<file path="config.mk">
export PLATFORM = sky130hd
export DESIGN_NAME = isp_ctrl
export DESIGN_NICKNAME = d
export VERILOG_FILES = /design/src/isp_pkg.sv /design/src/isp_ctrl.sv
export SDC_FILE = /design/constraint.sdc
export NUM_CORES = 1
export LEC_CHECK = 0
export ABC_AREA = 1
export BUFFER_PORTS_ARGS = -buffer_cell sky130_fd_sc_hd__clkbuf_2
export CAP_MARGIN = 25
export CORE_ASPECT_RATIO = 1.4
export CORE_MARGIN = 2
export CORE_UTILIZATION = 30
export CTS_BUF_LIST = sky130_fd_sc_hd__clkbuf_4
export DETAILED_ROUTE_END_ITERATION = 6
export PLACE_DENSITY = 0.6
export SLEW_MARGIN = 20
export SYNTH_ARGS = -nofsm -noshare
export SYNTH_HDL_FRONTEND = slang
export SYNTH_SLANG_ARGS = --single-unit
</file>
<file path="constraint.sdc">
create_clock -name i_clk -period 1.8 [get_ports i_clk]
set_clock_uncertainty 0.15 [all_clocks]
set_input_delay 0.27 -clock i_clk [delete_from_list [all_inputs] [get_ports i_clk]]
set_output_delay 0.27 -clock i_clk [all_outputs]
set_load 0.02 [all_outputs]
</file>
<file path="src/isp_pkg.sv">
package isp_pkg;

    // words of one solid table entry
    localparam int WORDS_PER_SOLID = 13;
    localparam logic [3:0] W_SHAPE   = 4'd0;
    localparam logic [3:0] W_CX      = 4'd1;
    localparam logic [3:0] W_RADIUS  = 4'd4;
    localparam logic [3:0] W_HX      = 4'd5;
    localparam logic [3:0] W_WIDTH   = 4'd8;
    localparam logic [3:0] W_PENALTY = 4'd9;
    localparam logic [3:0] W_VX      = 4'd10;
    localparam logic [3:0] W_LAST    = 4'd12;

    localparam logic signed [31:0] SHAPE_SPHERE = 32'sd0;
    localparam logic signed [31:0] SHAPE_BOX    = 32'sd1;

    localparam logic OP_LOAD = 1'b0;
    localparam logic OP_CELL = 1'b1;

    // register indexes
    localparam logic [1:0] REG_SOLID_COUNT = 2'd0;
    localparam logic [1:0] REG_MODE        = 2'd1;
    localparam logic [1:0] REG_BLEND       = 2'd2;
    localparam logic [1:0] REG_DWIDTH      = 2'd3;

    localparam logic [30:0] DWIDTH_RESET = 31'd65536;
    localparam logic [16:0] ONE_Q        = 17'd65536;

    // controller states, also the datapath phase
    localparam logic [2:0] ST_IDLE  = 3'd0;
    localparam logic [2:0] ST_FETCH = 3'd1;
    localparam logic [2:0] ST_DIST  = 3'd2;
    localparam logic [2:0] ST_SQRT  = 3'd3;
    localparam logic [2:0] ST_DIV   = 3'd4;
    localparam logic [2:0] ST_FRAC  = 3'd5;
    localparam logic [2:0] ST_APPLY = 3'd6;
    localparam logic [2:0] ST_DONE  = 3'd7;

    // last step of each multi-cycle phase
    localparam logic [5:0] DIST_LAST  = 6'd3;
    localparam logic [5:0] SQRT_LAST  = 6'd32;
    localparam logic [5:0] DIV_LAST   = 6'd19;
    localparam logic [5:0] APPLY_LAST = 6'd5;

    typedef struct packed {
        logic [2:0] phase;
        logic [5:0] step;
        logic       cell_ld;
        logic       mem_wr;
        logic       base_clr;
        logic       base_adv;
        logic       out_ld;
        logic       hit;
        logic [2:0] hit_slot;
    } t_cmd;

    typedef struct packed {
        logic sphere;
        logic box;
        logic f_pos;
    } t_stat;

    // divide by 65536, truncating toward zero
    function automatic logic signed [51:0] trunc16(input logic signed [67:0] x);
        logic signed [67:0] adj;
        adj = x + (x[67] ? 68'sd65535 : 68'sd0);
        return 52'(adj >>> 16);
    endfunction

endpackage

</file>
<file path="src/isp_ctrl.sv">
module isp_ctrl import isp_pkg::*; #(
    parameter int MAX_SOLIDS = 8
) (
    input  logic                               i_clk,
    input  logic                               i_rst_n,
    input  logic                               i_in_valid,
    input  logic                               i_op,
    input  logic                               i_out_ready,
    input  logic [$clog2(MAX_SOLIDS+1)-1:0]    i_count,
    input  t_stat                              i_stat,
    output logic                               o_in_ready,
    output logic                               o_out_valid,
    output t_cmd                               o_cmd
);
    localparam int CW = $clog2(MAX_SOLIDS + 1);

    logic [2:0]    r_state, n_state;
    logic [5:0]    r_step, n_step;
    logic [CW-1:0] r_idx, n_idx;
    logic [CW-1:0] r_count, n_count;
    logic          r_hit, n_hit;
    logic          r_out_valid, n_out_valid;
    logic [CW-1:0] idx_inc;

    assign idx_inc     = r_idx + CW'(1);
    assign o_out_valid = r_out_valid;

    always_comb begin
        n_state     = r_state;
        n_step      = r_step + 6'd1;
        n_idx       = r_idx;
        n_count     = r_count;
        n_hit       = r_hit;
        n_out_valid = r_out_valid & ~i_out_ready;
        o_in_ready  = 1'b0;
        o_cmd          = '0;
        o_cmd.phase    = r_state;
        o_cmd.step     = r_step;
        o_cmd.hit      = r_hit;
        o_cmd.hit_slot = 3'(r_idx);
        unique case (r_state)
            ST_IDLE: begin
                o_in_ready = 1'b1;
                n_step     = 6'd0;
                if (i_in_valid) begin
                    if (i_op == OP_LOAD) begin
                        o_cmd.mem_wr = 1'b1;
                    end else begin
                        o_cmd.cell_ld  = 1'b1;
                        o_cmd.base_clr = 1'b1;
                        n_idx   = '0;
                        n_hit   = 1'b0;
                        n_count = i_count;
                        n_state = (i_count == '0) ? ST_DONE : ST_FETCH;
                    end
                end
            end
            ST_FETCH: begin
                if (r_hit && r_step[3:0] == W_LAST) begin
                    n_state = ST_APPLY;
                    n_step  = 6'd0;
                end else if (!r_hit && r_step[3:0] == W_WIDTH) begin
                    n_step = 6'd0;
                    if (i_stat.sphere || i_stat.box) begin
                        n_state = ST_DIST;
                    end else if (idx_inc == r_count) begin
                        // unknown shape never matches
                        n_state = ST_DONE;
                    end else begin
                        n_idx          = idx_inc;
                        o_cmd.base_adv = 1'b1;
                    end
                end
            end
            ST_DIST: begin
                if (r_step == DIST_LAST) begin
                    n_step  = 6'd0;
                    n_state = i_stat.sphere ? ST_SQRT : ST_DIV;
                end
            end
            ST_SQRT: begin
                if (r_step == SQRT_LAST) begin
                    n_step  = 6'd0;
                    n_state = ST_DIV;
                end
            end
            ST_DIV: begin
                if (r_step == DIV_LAST) begin
                    n_state = ST_FRAC;
                end
            end
            ST_FRAC: begin
                if (i_stat.f_pos) begin
                    n_hit   = 1'b1;
                    n_state = ST_FETCH;
                    n_step  = {2'b00, W_PENALTY};
                end else if (idx_inc == r_count) begin
                    n_state = ST_DONE;
                end else begin
                    n_idx          = idx_inc;
                    o_cmd.base_adv = 1'b1;
                    n_state        = ST_FETCH;
                    n_step         = 6'd0;
                end
            end
            ST_APPLY: begin
                if (r_step == APPLY_LAST) begin
                    n_state = ST_DONE;
                end
            end
            ST_DONE: begin
                if (!r_out_valid || i_out_ready) begin
                    o_cmd.out_ld = 1'b1;
                    n_out_valid  = 1'b1;
                    n_state      = ST_IDLE;
                end
            end
            default: begin
                n_state = ST_IDLE;
            end
        endcase
    end

    always_ff @(posedge i_clk) begin
        if (!i_rst_n) begin
            r_state     <= ST_IDLE;
            r_step      <= '0;
            r_idx       <= '0;
            r_count     <= '0;
            r_hit       <= 1'b0;
            r_out_valid <= 1'b0;
        end else begin
            r_state     <= n_state;
            r_step      <= n_step;
            r_idx       <= n_idx;
            r_count     <= n_count;
            r_hit       <= n_hit;
            r_out_valid <= n_out_valid;
        end
    end
endmodule

</file>
==> flow_summary.html, run 1 <==
<table>
<tr><th>Metric</th><th>Value</th></tr>
<tr><th colspan="2">Place</th></tr>
<tr><td>Detailed placer's ending HPWL</td><td>3.22 mm</td></tr>
<tr><td>Cell total after placement</td><td>354</td></tr>
<tr><td>Number of buffer cells added on primary ports</td><td>31</td></tr>
<tr><td>Dpl cell area</td><td>1950 sq um</td></tr>
<tr><td>Routability congestion estimate from global placement</td><td>0.859</td></tr>
<tr><th colspan="2">STA</th></tr>
<tr><td>Maximum clock frequency</td><td>455 MHz</td></tr>
<tr><td>Min cycle time layout</td><td>2.20 ns</td></tr>
<tr><td>Final worst slack</td><td>-0.396 ns</td></tr>
<tr><td>Final slew viol count</td><td>0</td></tr>
<tr><td>Fin. Hold Viols</td><td>0</td></tr>
<tr><td>Pin slew with the least headroom to its limit</td><td>0.408 ns</td></tr>
<tr><td>Final worst-path cycle share</td><td>122%</td></tr>
<tr><td>Setup TNS</td><td>-0.516 ns</td></tr>
<tr><td>Setup repair after global routing missed its margin</td><td>yes</td></tr>
<tr><td>Max transition margin</td><td>72.8%</td></tr>
<tr><td>Final setup vio count</td><td>5</td></tr>
<tr><th colspan="2">Routing</th></tr>
<tr><td>Post-route DRC violation count</td><td>0</td></tr>
<tr><td>Number of optimization iterations in the first detailed-route pass</td><td>4</td></tr>
<tr><td>Routed Antenna Nets</td><td>0</td></tr>
<tr><td>Mean number of vias per cell</td><td>4.61</td></tr>
<tr><td>Total via count after detailed routing</td><td>1734</td></tr>
<tr><td>Routed len/inst</td><td>11.6 um</td></tr>
<tr><td>Total routed wirelength</td><td>4.37 mm</td></tr>
<tr><td>Number of violations reported at the end of detailed-routing iteration 0</td><td>30</td></tr>
<tr><th colspan="2">Die</th></tr>
<tr><td>Core Box Area</td><td>5080 sq um</td></tr>
<tr><td>Die boundary width</td><td>64.8 um</td></tr>
<tr><td>Initial standard-cell utilization of the core</td><td>30.6%</td></tr>
<tr><td>Boundary Pins</td><td>32</td></tr>
<tr><td>Height of the die</td><td>89.1 um</td></tr>
<tr><td>Total die area</td><td>5780 sq um</td></tr>
<tr><td># rows</td><td>31</td></tr>
<tr><th colspan="2">Power</th></tr>
<tr><td>Net switching power</td><td>1.53 mW</td></tr>
<tr><td>PD cells</td><td>1300 nW/um^2</td></tr>
<tr><td>Internal power contribution</td><td>1.57 mW</td></tr>
<tr><td>Share of power burned in combinational logic</td><td>71.9%</td></tr>
<tr><td>Leakage power</td><td>1.12 nW</td></tr>
<tr><td>Maximum ir drop on the vdd rail</td><td>0.000667 V</td></tr>
<tr><td>Total Power</td><td>3.10 mW</td></tr>
<tr><td>Switching Fraction</td><td>49.3%</td></tr>
<tr><td>Sequential fraction of design power</td><td>20.3%</td></tr>
<tr><td>Proportion of power drawn by the clock network</td><td>7.8%</td></tr>
<tr><th colspan="2">Clock network</th></tr>
<tr><td>Reg clk slew, reported paths</td><td>0.13 ns</td></tr>
<tr><td>Clk Tree Root Cell</td><td>sky130_fd_sc_hd__clkbuf_4</td></tr>
<tr><td>Inserted Clock Buffers</td><td>3</td></tr>
<tr><td>TritonCTS clock tree</td><td>built</td></tr>
<tr><td>H-Tree Level Count</td><td>1</td></tr>
<tr><td>Insertion delay of the later-clocked pin in the worst-skew pair</td><td>0.32 ns</td></tr>
<tr><td>Bufs on Longest Clock Path</td><td>2</td></tr>
<tr><td># clock sinks</td><td>19</td></tr>
<tr><th colspan="2">Finish</th></tr>
<tr><td>Diodes inserted</td><td>0</td></tr>
<tr><td>Post-route cell area</td><td>2380 sq um</td></tr>
<tr><td>Share of final-layout standard cells stronger than drive strength 1</td><td>54.5%</td></tr>
<tr><td>Final Util</td><td>46.9%</td></tr>
<tr><td>Finished Layout Cells</td><td>376</td></tr>
<tr><td>Layout overhead on the synthesized area</td><td>53.6%</td></tr>
<tr><td>Post-layout net count</td><td>327</td></tr>
<tr><th colspan="2">Worst setup path</th></tr>
<tr><td>WS Path Type</td><td>register to output pin</td></tr>
<tr><td>Required time of the critical path</td><td>1.38 ns</td></tr>
<tr><td>Kind of start point of the critical path</td><td>register</td></tr>
<tr><td>Arrival @ worst endpoint</td><td>1.78 ns</td></tr>
<tr><td>Maximum net fanout on the critical path</td><td>3</td></tr>
<tr><td>Kind of end point of the critical path</td><td>output pin</td></tr>
<tr><th colspan="2">Global routing</th></tr>
<tr><td>Initial antenna violation count</td><td>0</td></tr>
<tr><td>GRT Resource Usage Total</td><td>15.3%</td></tr>
<tr><td>Maximum number of pins on one net before global-route repair</td><td>16</td></tr>
<tr><td>Global-route wire length before repair</td><td>6.88 mm</td></tr>
<tr><td>Via count of the first global-routing pass</td><td>1657</td></tr>
<tr><td>Global route overflow</td><td>0</td></tr>
<tr><th colspan="2">Run status</th></tr>
<tr><td>Run status</td><td>complete, but fails checks</td></tr>
<tr><td>Violated checks</td><td>setup timing</td></tr>
<tr><th colspan="2">Synthesis</th></tr>
<tr><td>Flip-flop and latch count after synthesis</td><td>19</td></tr>
<tr><td>Yosys warning total</td><td>0</td></tr>
<tr><td>Fraction of synthesis flops using an asynchronous set or reset pin</td><td>0%</td></tr>
<tr><td>Synthesized instance count</td><td>243</td></tr>
<tr><td>Synthesized netlist net count</td><td>259</td></tr>
<tr><td>Syn Std Cell Area</td><td>1550 sq um</td></tr>
<tr><td>Number of distinct library cells after synthesis</td><td>30</td></tr>
<tr><td>Proportion of synthesized chip area in sequential cells</td><td>24.5%</td></tr>
<tr><td>Mean post-synth cell area</td><td>6.39 sq um</td></tr>
<tr><td>Number of enable flip-flop cells after synthesis</td><td>0</td></tr>
<tr><td>Flip-flop cell with the highest count after synthesis</td><td>sky130_fd_sc_hd__dfxtp_1</td></tr>
<tr><th colspan="2">Min path</th></tr>
<tr><td>Path category of the worst min-delay check</td><td>input port to register</td></tr>
<tr><th colspan="2">Job</th></tr>
<tr><td>Max-capacitance violation count</td><td>0</td></tr>
</table>
==> sequential cells by signal, summed over array words and instances (netlist names) <==
name         flops
o_out_valid      1
r_count          4
r_hit            1
r_idx            4
r_state          3
r_step           6
==> synth_stat cells, types with 3 or more instances <==
cell,number,share of area [%]
sky130_fd_sc_hd__nand2_1,53,13
sky130_fd_sc_hd__nor2_1,36,8.7
sky130_fd_sc_hd__inv_1,28,6.8
sky130_fd_sc_hd__nand3_1,25,8.1
sky130_fd_sc_hd__dfxtp_1,19,24
sky130_fd_sc_hd__a21oi_1,12,3.9
sky130_fd_sc_hd__o21ai_0,8,2.6
sky130_fd_sc_hd__inv_2,6,1.5
sky130_fd_sc_hd__nor2_4,6,4.4
sky130_fd_sc_hd__buf_4,5,2.4
sky130_fd_sc_hd__ha_1,4,3.2
sky130_fd_sc_hd__nand2_2,4,1.6
sky130_fd_sc_hd__nand4_1,4,1.6
sky130_fd_sc_hd__nor2_2,4,1.6
sky130_fd_sc_hd__nor3_1,4,1.3
sky130_fd_sc_hd__xnor2_1,4,2.3
sky130_fd_sc_hd__xor2_1,4,2.3
sky130_fd_sc_hd__nand2_4,3,2.2
sky130_fd_sc_hd__nand3_2,3,1.9
==> cells in the final DEF, fill, tap and decap left out, types with 9 or more instances in the layout <==
cell and n:
sky130_fd_sc_hd__inv_1 20, sky130_fd_sc_hd__nand3_1 18, sky130_fd_sc_hd__dfxtp_1 11, sky130_fd_sc_hd__buf_4 35
sky130_fd_sc_hd__nand2_2 23, sky130_fd_sc_hd__inv_2 10, sky130_fd_sc_hd__nor2_1 27, sky130_fd_sc_hd__nand3_2 9
sky130_fd_sc_hd__nor2_4 10, sky130_fd_sc_hd__nor2_2 9, sky130_fd_sc_hd__clkbuf_2 26, sky130_fd_sc_hd__a21oi_1 9
sky130_fd_sc_hd__nand2_1 31
==> path summary, 6_finish.rpt <==
kind / depth (start not counted) / to / slack, ns / startpoint
worst max-delay path: 8 / o_cmd[5] / -0.40 / r_idx[0]
worst min register to register: 2 / r_count[2] / 0.37 / r_count[2]
worst max register to register: 13 / r_hit / -0.02 / r_state[0]
worst min-delay path: 3 / r_count[1] / 0.03 / i_count[1]
==> metrics by stage <==
stage	worst slack, ns	hold slack [ns]
4_1_cts	-0.416	0.0313
3_5_place_dp	-0.146	0.353
5_1_grt	-0.520	0.0336
2_1_floorplan	-0.0962	0.233
6_report	-0.396	0.0327
3_3_place_gp	-0.133	0.342
==> cells by family after synthesis <==
group	share of synthesized area (%)
simple gates	47.4
buf+inv	12.6
compound gates	7.82
flops	24.5
xor+xnor	4.51
fa+ha+maj	3.22
==> power by group through the flow <==
stage                     Combinational, mW  Clock [mW]  Sequential (mW)
final                                  2.23       0.241            0.628
after global routing                   2.45       0.270            0.644
after CTS                              1.84       0.249            0.617
after detailed placement               1.71           0            0.608
after global placement                 1.69           0            0.605
after floorplan                        1.19           0            0.674
==> layout make-up <==
| type | instances | area, sq um |
|---|---|---|
| clock buffers | 3 | 22.5 |
| well taps | 66 | 82.6 |
| flip-flops and latches | 19 | 403 |
| fillers | 502 | 2700 |
| inverters | 35 | 146 |
| repair buffers | 71 | 515 |
| multi-input cells | 181 | 1210 |
| clock inverters | 1 | 5.00 |
==> per-layer routing <==
layer / global-route usage (%) / share of wire (%) / up-vias
met5: 0 / 0 / -
met3: 1.26 / 1.5 / 11
met1: 16.6 / 41 / 804
met2: 29.5 / 55 / 22
li1: - / - / 897
met4: 7.93 / 3.0 / 0
==> worst max-delay path, stage by stage (launching register included) <==
cell and delay, ns:
sky130_fd_sc_hd__dfxtp_4 0.38, sky130_fd_sc_hd__ha_4 0.29, sky130_fd_sc_hd__xor2_1 0.15, sky130_fd_sc_hd__nor2_1 0.05
sky130_fd_sc_hd__nand2_1 0.06, sky130_fd_sc_hd__nor2_1 0.05, sky130_fd_sc_hd__buf_4 0.14, sky130_fd_sc_hd__a211oi_4 0.16
sky130_fd_sc_hd__clkbuf_8 0.18
==> repair_timing <==
action | in CTS | in global routing
endpoints found under the setup margin | 9 | 18
pin swaps | 8 | 22
hold buffers | 0 | 0
resized for setup | 19 | 72
buffers inserted | 9 | 10
Power figures use the tool's default switching activity.
==> inputs of run 2 (changes only) <==
--- a/config.mk
+++ b/config.mk
@@ -10,10 +10,10 @@
 export CAP_MARGIN = 25
 export CORE_ASPECT_RATIO = 1.4
 export CORE_MARGIN = 2
-export CORE_UTILIZATION = 30
+export CORE_UTILIZATION = 40
 export CTS_BUF_LIST = sky130_fd_sc_hd__clkbuf_4
 export DETAILED_ROUTE_END_ITERATION = 6
-export PLACE_DENSITY = 0.6
+export PLACE_DENSITY = 0.73
 export SLEW_MARGIN = 20
 export SYNTH_ARGS = -nofsm -noshare
 export SYNTH_HDL_FRONTEND = slang
==> run 2 against run 1 <==
  * The flow still finishes with violations (setup timing)
  * Via count increased by 0.52%
  * Sequential share of layout area grew 1.3 points
  * Non-clock buffer count down 8
  * Critical path type unchanged
  * Largest cell class unchanged
  * Highest routed layer unchanged
==> flow_summary.html, run 2 (synthesis results as in run 1) <==
<table>
<tr><th>Metric</th><th>Value</th></tr>
<tr><th colspan="2">STA</th></tr>
<tr><td>Final slew viol count</td><td>0</td></tr>
<tr><td>Maximum clock frequency</td><td>458 MHz</td></tr>
<tr><td>Setup repair after global routing missed its margin</td><td>yes</td></tr>
<tr><td>Final setup vio count</td><td>4</td></tr>
<tr><td>Final worst-path cycle share</td><td>121%</td></tr>
<tr><td>Pin slew with the least headroom to its limit</td><td>0.356 ns</td></tr>
<tr><td>Fin. Hold Viols</td><td>0</td></tr>
<tr><td>Setup TNS</td><td>-1.30 ns</td></tr>
<tr><td>Final worst slack</td><td>-0.383 ns</td></tr>
<tr><td>Max transition margin</td><td>76.3%</td></tr>
<tr><td>Min cycle time layout</td><td>2.18 ns</td></tr>
<tr><th colspan="2">Job</th></tr>
<tr><td>Max-capacitance violation count</td><td>0</td></tr>
<tr><th colspan="2">Routing</th></tr>
<tr><td>Routed len/inst</td><td>12.4 um</td></tr>
<tr><td>Total routed wirelength</td><td>4.27 mm</td></tr>
<tr><td>Number of optimization iterations in the first detailed-route pass</td><td>4</td></tr>
<tr><td>Post-route DRC violation count</td><td>0</td></tr>
<tr><td>Mean number of vias per cell</td><td>5.07</td></tr>
<tr><td>Routed Antenna Nets</td><td>0</td></tr>
<tr><td>Total via count after detailed routing</td><td>1743</td></tr>
<tr><td>Number of violations reported at the end of detailed-routing iteration 0</td><td>63</td></tr>
<tr><th colspan="2">Worst setup path</th></tr>
<tr><td>Depth of the worst register-to-register path</td><td>18</td></tr>
<tr><td>Arrival @ worst endpoint</td><td>1.76 ns</td></tr>
<tr><td>WS Path Type</td><td>register to output pin</td></tr>
<tr><td>Crit path max-delay cell type</td><td>sky130_fd_sc_hd__dfxtp_4</td></tr>
<tr><td>Maximum net fanout on the critical path</td><td>2</td></tr>
<tr><td>Cell breakdown of the critical path</td><td>inv_4 -&gt; ha_4 -&gt; nand2_2 -&gt; inv_2 -&gt; nand2_2 -&gt; inv_2 -&gt; nor2_4 -&gt; nand2_2 -&gt; inv_2 -&gt; nand3_2 -&gt; a211oi_4 -&gt; clkbuf_8</td></tr>
<tr><td>Kind of end point of the critical path</td><td>output pin</td></tr>
<tr><td>Required time of the critical path</td><td>1.38 ns</td></tr>
<tr><td>Startpoint of the lowest-slack register-to-register path</td><td>r_step[1]</td></tr>
<tr><td>Stage delay of the slowest cell on the critical path</td><td>0.38 ns</td></tr>
<tr><td>Reg2Reg Setup Slack</td><td>-0.32 ns</td></tr>
<tr><td>Capturing point of the worst reg2reg path</td><td>r_state[2]</td></tr>
<tr><td>Kind of start point of the critical path</td><td>register</td></tr>
<tr><th colspan="2">Finish</th></tr>
<tr><td>Post-layout net count</td><td>319</td></tr>
<tr><td>Highest-count cells in the layout ignoring fill and taps</td><td>sky130_fd_sc_hd__nand2_1, sky130_fd_sc_hd__nor2_1, sky130_fd_sc_hd__clkbuf_2, sky130_fd_sc_hd__buf_4, sky130_fd_sc_hd__inv_1</td></tr>
<tr><td>Max FFs per register</td><td>6</td></tr>
<tr><td>Layout overhead on the synthesized area</td><td>41.5%</td></tr>
<tr><td>Top Registers</td><td>r_step x6, r_count x4, r_idx x4</td></tr>
<tr><td>Most flop-heavy register</td><td>r_step</td></tr>
<tr><td>Most common cell after layout, fill and taps aside</td><td>sky130_fd_sc_hd__nand2_1</td></tr>
<tr><td>Final Util</td><td>59.8%</td></tr>
<tr><td>Share of final-layout standard cells stronger than drive strength 1</td><td>47.0%</td></tr>
<tr><td>Diodes inserted</td><td>0</td></tr>
<tr><th colspan="2">Place</th></tr>
<tr><td>Detailed placer's ending HPWL</td><td>3.04 mm</td></tr>
<tr><td>Routability congestion estimate from global placement</td><td>0.884</td></tr>
<tr><td>DP Worst Slack</td><td>-0.146 ns</td></tr>
<tr><td>Number of buffer cells added on primary ports</td><td>31</td></tr>
<tr><th colspan="2">Clock network</th></tr>
<tr><td>H-Tree Level Count</td><td>1</td></tr>
<tr><td>Bufs on Longest Clock Path</td><td>2</td></tr>
<tr><td>Reg clk slew, reported paths</td><td>0.12 ns</td></tr>
<tr><td>Inserted Clock Buffers</td><td>3</td></tr>
<tr><td>TritonCTS clock tree</td><td>built</td></tr>
<tr><td>Insertion delay of the later-clocked pin in the worst-skew pair</td><td>0.31 ns</td></tr>
<tr><td>Hold-fix buffer count after cts</td><td>0</td></tr>
<tr><td>Clk Tree Root Cell</td><td>sky130_fd_sc_hd__clkbuf_4</td></tr>
<tr><td># clock sinks</td><td>19</td></tr>
<tr><th colspan="2">Min path</th></tr>
<tr><td>Path category of the worst min-delay check</td><td>input port to register</td></tr>
<tr><td>Launch point of the worst hold path</td><td>i_count[0]</td></tr>
<tr><td>Worst hold path cell count</td><td>3</td></tr>
<tr><td>Worst-case hold path end point</td><td>r_count[0]</td></tr>
<tr><th colspan="2">Global routing</th></tr>
<tr><td>Via count of the first global-routing pass</td><td>1563</td></tr>
<tr><td>Initial antenna violation count</td><td>0</td></tr>
<tr><td>GRT Resource Usage Total</td><td>18.5%</td></tr>
<tr><td>Maximum number of pins on one net before global-route repair</td><td>16</td></tr>
<tr><td>Global route overflow</td><td>0</td></tr>
<tr><td>Global-route wire length before repair</td><td>6.55 mm</td></tr>
<tr><th colspan="2">Die</th></tr>
<tr><td>Core Box Area</td><td>3680 sq um</td></tr>
<tr><td>Height of the die</td><td>77.7 um</td></tr>
<tr><td>Boundary Pins</td><td>32</td></tr>
<tr><td>Initial standard-cell utilization of the core</td><td>42.2%</td></tr>
<tr><td>Die boundary width</td><td>56.7 um</td></tr>
<tr><td># rows</td><td>26</td></tr>
<tr><td>Total die area</td><td>4400 sq um</td></tr>
<tr><th colspan="2">Power</th></tr>
<tr><td>Maximum ir drop on the vdd rail</td><td>0.000874 V</td></tr>
<tr><td>Leakage power</td><td>1.07 nW</td></tr>
<tr><td>PD cells</td><td>1290 nW/um^2</td></tr>
<tr><th colspan="2">Run status</th></tr>
<tr><td>Run status</td><td>complete, but fails checks</td></tr>
<tr><td>Violated checks</td><td>setup timing</td></tr>
</table>
-- run 2: routing by layer --
metal / global-route usage (%) / wire length (um) / vias up / share of wire, %
li1: - / - / 883 / -
met4: 6.67 / 111 / 0 / 2.6
met3: 2.33 / 149 / 10 / 3.5
met5: 0 / 0 / - / 0
met1: 23.0 / 1760 / 815 / 41
met2: 32.2 / 2250 / 35 / 53
-- run 2: critical path, delay by kind of cell, from the launching register on --
kind	cells	cell delay [ns]
fa+ha+maj	1	0.15
flops	1	0.38
simple gates	5	0.34
compound gates	1	0.21
buf+inv	5	0.37
-- run 2: worst max path at each step --
stage / from / cells past startpoint / end
final: r_step[1] / 12 / o_cmd[5]
after global routing: r_step[1] / 12 / o_cmd[5]
after CTS: r_step[0] / 12 / o_cmd[5]
after detailed placement: r_step[1] / 12 / o_cmd[5]
after global placement: r_step[1] / 12 / o_cmd[5]
after floorplan: r_step[0] / 11 / o_cmd[5]
-- run 2: cell type report --
class,count,area (sq um)
tap,42,52.6
sequential,19,400
clock buffer,3,22.5
multi-input combinational,181,1130
inverter,35,141
clock inverter,1,5.00
timing repair buffer,63,443
fill,324,1480
-- run 2: where the power goes --
group | internal [mW] | switching [mW]
clock network | 0.0830 | 0.148
registers | 0.528 | 0.0953
logic | 0.791 | 1.20
-- run 2: repair_timing --
action,4_1_cts,5_1_grt
endpoints found under the setup margin,10,17
hold endpoints to repair,0,0
pin swaps,10,18
setup buffers,9,3
resized for setup,23,36
gates cloned,0,0
-- run 2: through the flow --
step                cells  area, sq um  total power, mW  hold WS (ns)
floorplan             243         1610             1.86         0.233
global placement      329         1910             2.26         0.345
detailed placement    329         1910             2.29         0.361
CTS                   341         2080             2.67        0.0447
global route          344         2200             3.07        0.0576
finish                344         2200             2.84        0.0514
==> inputs of run 3 (changes only) <==
--- a/config.mk
+++ b/config.mk
@@ -10,10 +10,10 @@
 export CAP_MARGIN = 25
 export CORE_ASPECT_RATIO = 1.4
 export CORE_MARGIN = 2
-export CORE_UTILIZATION = 40
+export CORE_UTILIZATION = 25
 export CTS_BUF_LIST = sky130_fd_sc_hd__clkbuf_4
 export DETAILED_ROUTE_END_ITERATION = 6
-export PLACE_DENSITY = 0.73
+export PLACE_DENSITY = 0.53
 export SLEW_MARGIN = 20
 export SYNTH_ARGS = -nofsm -noshare
 export SYNTH_HDL_FRONTEND = slang
==> run 3 against run 2 <==
  * The run still ends with setup timing left
  * Maximum frequency fell by 2.1%
  * Setup slack worse by 0.047 ns
  * Total power increased by 6.4%
  * Non-clock buffer count up 1
  * Sequential power down 2%
  * Core utilization decreased by 23 points
  * Combinational power rose by 8%
  * Sequential share of layout area fell by 0.70 points
  * Critical endpoint unchanged
==> flow_summary.html, run 3 (synthesis results as in run 1) <==
<table>
<tr><th>Metric</th><th>Value</th></tr>
<tr><th colspan="2">Run status</th></tr>
<tr><td>Run status</td><td>complete, but fails checks</td></tr>
<tr><td>Violated checks</td><td>setup timing</td></tr>
<tr><th colspan="2">Worst setup path</th></tr>
<tr><td>Cell breakdown of the critical path</td><td>inv_4 -&gt; ha_4 -&gt; nand2_2 -&gt; inv_2 -&gt; nand2_2 -&gt; inv_2 -&gt; nor2_4 -&gt; nand2_2 -&gt; inv_2 -&gt; nand3_2 -&gt; a211oi_4 -&gt; clkbuf_8</td></tr>
<tr><td>Maximum net fanout on the critical path</td><td>2</td></tr>
<tr><td>Crit path max-delay cell type</td><td>sky130_fd_sc_hd__dfxtp_4</td></tr>
<tr><td>Stage delay of the slowest cell on the critical path</td><td>0.38 ns</td></tr>
<tr><td>WS Path Type</td><td>register to output pin</td></tr>
<tr><td>Required time of the critical path</td><td>1.38 ns</td></tr>
<tr><td>Kind of start point of the critical path</td><td>register</td></tr>
<tr><td>Kind of end point of the critical path</td><td>output pin</td></tr>
<tr><td>Count of buffering cells on the critical path with inverters included</td><td>5</td></tr>
<tr><td>Delay-heaviest family, CP</td><td>flip-flops</td></tr>
<tr><td>Arrival @ worst endpoint</td><td>1.81 ns</td></tr>
<tr><td>Reg2Reg Setup Slack</td><td>-0.01 ns</td></tr>
<tr><th colspan="2">STA</th></tr>
<tr><td>Final worst slack</td><td>-0.430 ns</td></tr>
<tr><td>Min cycle time layout</td><td>2.23 ns</td></tr>
<tr><td>Worst hold slack</td><td>0.0523 ns</td></tr>
<tr><td>Final slew viol count</td><td>0</td></tr>
<tr><td>Maximum clock frequency</td><td>448 MHz</td></tr>
<tr><td>Fin. Hold Viols</td><td>0</td></tr>
<tr><td>Final setup vio count</td><td>5</td></tr>
<tr><td>Final worst-path cycle share</td><td>124%</td></tr>
<tr><td>Max transition margin</td><td>67.1%</td></tr>
<tr><td>Setup repair after global routing missed its margin</td><td>yes</td></tr>
<tr><td>Pin slew with the least headroom to its limit</td><td>0.489 ns</td></tr>
<tr><th colspan="2">Finish</th></tr>
<tr><td>Total area of multi-input combinational cells</td><td>1140 sq um</td></tr>
<tr><td>Sequential standard cell area</td><td>397 sq um</td></tr>
<tr><td>Most common cell after layout, fill and taps aside</td><td>sky130_fd_sc_hd__nand2_1</td></tr>
<tr><td>Most flop-heavy register</td><td>r_step</td></tr>
<tr><td>Share of final-layout standard cells stronger than drive strength 1</td><td>46.5%</td></tr>
<tr><td>Finished Layout Cells</td><td>375</td></tr>
<tr><td>Fill cell count</td><td>707</td></tr>
<tr><td>Post-layout net count</td><td>320</td></tr>
<tr><td>Diodes inserted</td><td>0</td></tr>
<tr><td>Highest-count cells in the layout ignoring fill and taps</td><td>sky130_fd_sc_hd__nand2_1, sky130_fd_sc_hd__nor2_1, sky130_fd_sc_hd__buf_4</td></tr>
<tr><td>Top Registers</td><td>r_step x6, r_count x4, r_idx x4</td></tr>
<tr><td>Layout overhead on the synthesized area</td><td>45.8%</td></tr>
<tr><td>Final Util</td><td>36.9%</td></tr>
<tr><td>Max FFs per register</td><td>6</td></tr>
<tr><th colspan="2">Clock network</th></tr>
<tr><td># clock sinks</td><td>19</td></tr>
<tr><td>Clk Tree Root Cell</td><td>sky130_fd_sc_hd__clkbuf_4</td></tr>
<tr><td>TritonCTS clock tree</td><td>built</td></tr>
<tr><td>H-Tree Level Count</td><td>1</td></tr>
<tr><td>Insertion delay of the later-clocked pin in the worst-skew pair</td><td>0.32 ns</td></tr>
<tr><td>Bufs on Longest Clock Path</td><td>2</td></tr>
<tr><td>Inserted Clock Buffers</td><td>3</td></tr>
<tr><td>Reg clk slew, reported paths</td><td>0.12 ns</td></tr>
<tr><th colspan="2">Power</th></tr>
<tr><td>Net switching power</td><td>1.48 mW</td></tr>
<tr><td>Share of power burned in combinational logic</td><td>71.2%</td></tr>
<tr><td>Internal power contribution</td><td>1.54 mW</td></tr>
<tr><td>Proportion of power drawn by the clock network</td><td>8.6%</td></tr>
<tr><td>Leakage power</td><td>1.07 nW</td></tr>
<tr><td>Switching Fraction</td><td>49.0%</td></tr>
<tr><td>PD cells</td><td>1340 nW/um^2</td></tr>
<tr><td>Maximum ir drop on the vdd rail</td><td>0.000448 V</td></tr>
<tr><td>Sequential fraction of design power</td><td>20.3%</td></tr>
<tr><th colspan="2">Job</th></tr>
<tr><td>Max-capacitance violation count</td><td>0</td></tr>
<tr><th colspan="2">Global routing</th></tr>
<tr><td>Global-route wire length before repair</td><td>7.77 mm</td></tr>
<tr><td>Via count of the first global-routing pass</td><td>1783</td></tr>
<tr><td>Global route overflow</td><td>0</td></tr>
<tr><td>Initial antenna violation count</td><td>0</td></tr>
<tr><td>Maximum number of pins on one net before global-route repair</td><td>16</td></tr>
<tr><td>GRT Resource Usage Total</td><td>14.2%</td></tr>
<tr><th colspan="2">Place</th></tr>
<tr><td>DP Worst Slack</td><td>-0.153 ns</td></tr>
<tr><td>Cell total after placement</td><td>357</td></tr>
<tr><td>Number of buffer cells added on primary ports</td><td>31</td></tr>
<tr><td>Detailed placer's ending HPWL</td><td>3.68 mm</td></tr>
<tr><td>Routability congestion estimate from global placement</td><td>0.815</td></tr>
<tr><th colspan="2">Routing</th></tr>
<tr><td>Routed Antenna Nets</td><td>0</td></tr>
<tr><td>Number of optimization iterations in the first detailed-route pass</td><td>4</td></tr>
<tr><td>Mean number of vias per cell</td><td>4.59</td></tr>
<tr><td>Routed len/inst</td><td>12.6 um</td></tr>
<tr><td>Total routed wirelength</td><td>4.72 mm</td></tr>
<tr><td>Total via count after detailed routing</td><td>1723</td></tr>
<tr><td>Number of violations reported at the end of detailed-routing iteration 0</td><td>39</td></tr>
<tr><td>Post-route DRC violation count</td><td>0</td></tr>
<tr><th colspan="2">Die</th></tr>
<tr><td>Core Box Area</td><td>6130 sq um</td></tr>
<tr><td>Height of the die</td><td>97.3 um</td></tr>
<tr><td># rows</td><td>34</td></tr>
<tr><td>Initial standard-cell utilization of the core</td><td>25.3%</td></tr>
<tr><td>Total die area</td><td>6870 sq um</td></tr>
<tr><td>Die boundary width</td><td>70.6 um</td></tr>
<tr><td>Boundary Pins</td><td>32</td></tr>
<tr><th colspan="2">Min path</th></tr>
<tr><td>Path category of the worst min-delay check</td><td>input port to register</td></tr>
</table>
[run 3: cell types whose count changed in the layout (fill, tap and decap cells not counted), sizes merged]
cell / previous run / this run
clkinv: 1 / 0
clkbuf: 31 / 30
buf: 35 / 38
[run 3: repair_timing]
item / CTS / global route
gates resized for setup: 26 / 41
hold buffers: 0 / 0
setup endpoints to repair: 14 / 20
buffers inserted: 11 / 5
pin swaps: 7 / 12
[run 3: final timing paths]
| path | end | start | depth (start not counted) |
|---|---|---|---|
| worst max-delay path | o_cmd[5] | r_step[0] | 12 |
| worst min-delay path | r_count[1] | i_count[1] | 3 |
| worst max register to register | r_state[2] | r_step[0] | 15 |
| worst min register to register | r_count[2] | r_count[2] | 2 |
[run 3: worst register-to-register path: stages, from the launching register on]
cell	delay [ns]
sky130_fd_sc_hd__dfxtp_4	0.37
sky130_fd_sc_hd__inv_4	0.06
sky130_fd_sc_hd__ha_4	0.12
sky130_fd_sc_hd__nand2_2	0.05
sky130_fd_sc_hd__inv_2	0.06
sky130_fd_sc_hd__nand2_2	0.05
sky130_fd_sc_hd__buf_4	0.12
sky130_fd_sc_hd__buf_4	0.13
sky130_fd_sc_hd__nand3_2	0.06
sky130_fd_sc_hd__nand2_2	0.06
sky130_fd_sc_hd__inv_2	0.09
sky130_fd_sc_hd__nand2_2	0.07
sky130_fd_sc_hd__nor2_4	0.09
sky130_fd_sc_hd__nand3_2	0.09
sky130_fd_sc_hd__nor2_1	0.11
sky130_fd_sc_hd__nor2_1	0.05
[run 3: cell type report]
type	instances	share of cell area [%]
Multi-Input combinational cell	181	50.5
Timing Repair Buffer	64	20.5
Sequential cell	19	17.5
Inverter	35	6.25
Tap cell	72	3.98
Clock buffer	4	1.33
[run 3: power groups by stage]
stage               sequential (mW)  clock, mW  combinational, mW
CTS                           0.610      0.272               1.92
global route                  0.627      0.289               2.39
detailed placement            0.606          0               1.70
floorplan                     0.674          0               1.19
global placement              0.602          0               1.69
finish                        0.613      0.259               2.15
[run 3: metal layers]
layer | GRT usage, % | share of wire [%] | vias up
met4 | 7.98 | 4.2 | 0
met1 | 13.8 | 36 | 778
met2 | 27.8 | 56 | 40
met3 | 1.87 | 3.5 | 16
met5 | 0 | 0 | -
li1 | - | - | 889
[run 3: per-stage QoR]
step                      total power, mW  setup TNS [ns]  instance area, sq um
final                                3.02          -0.475                  2260
after global routing                 3.31           -1.69                  2260
after CTS                            2.80          -0.659                  2140
after detailed placement             2.30          -0.304                  1930
after global placement               2.29          -0.205                  1930
after floorplan                      1.86         -0.0962                  1610
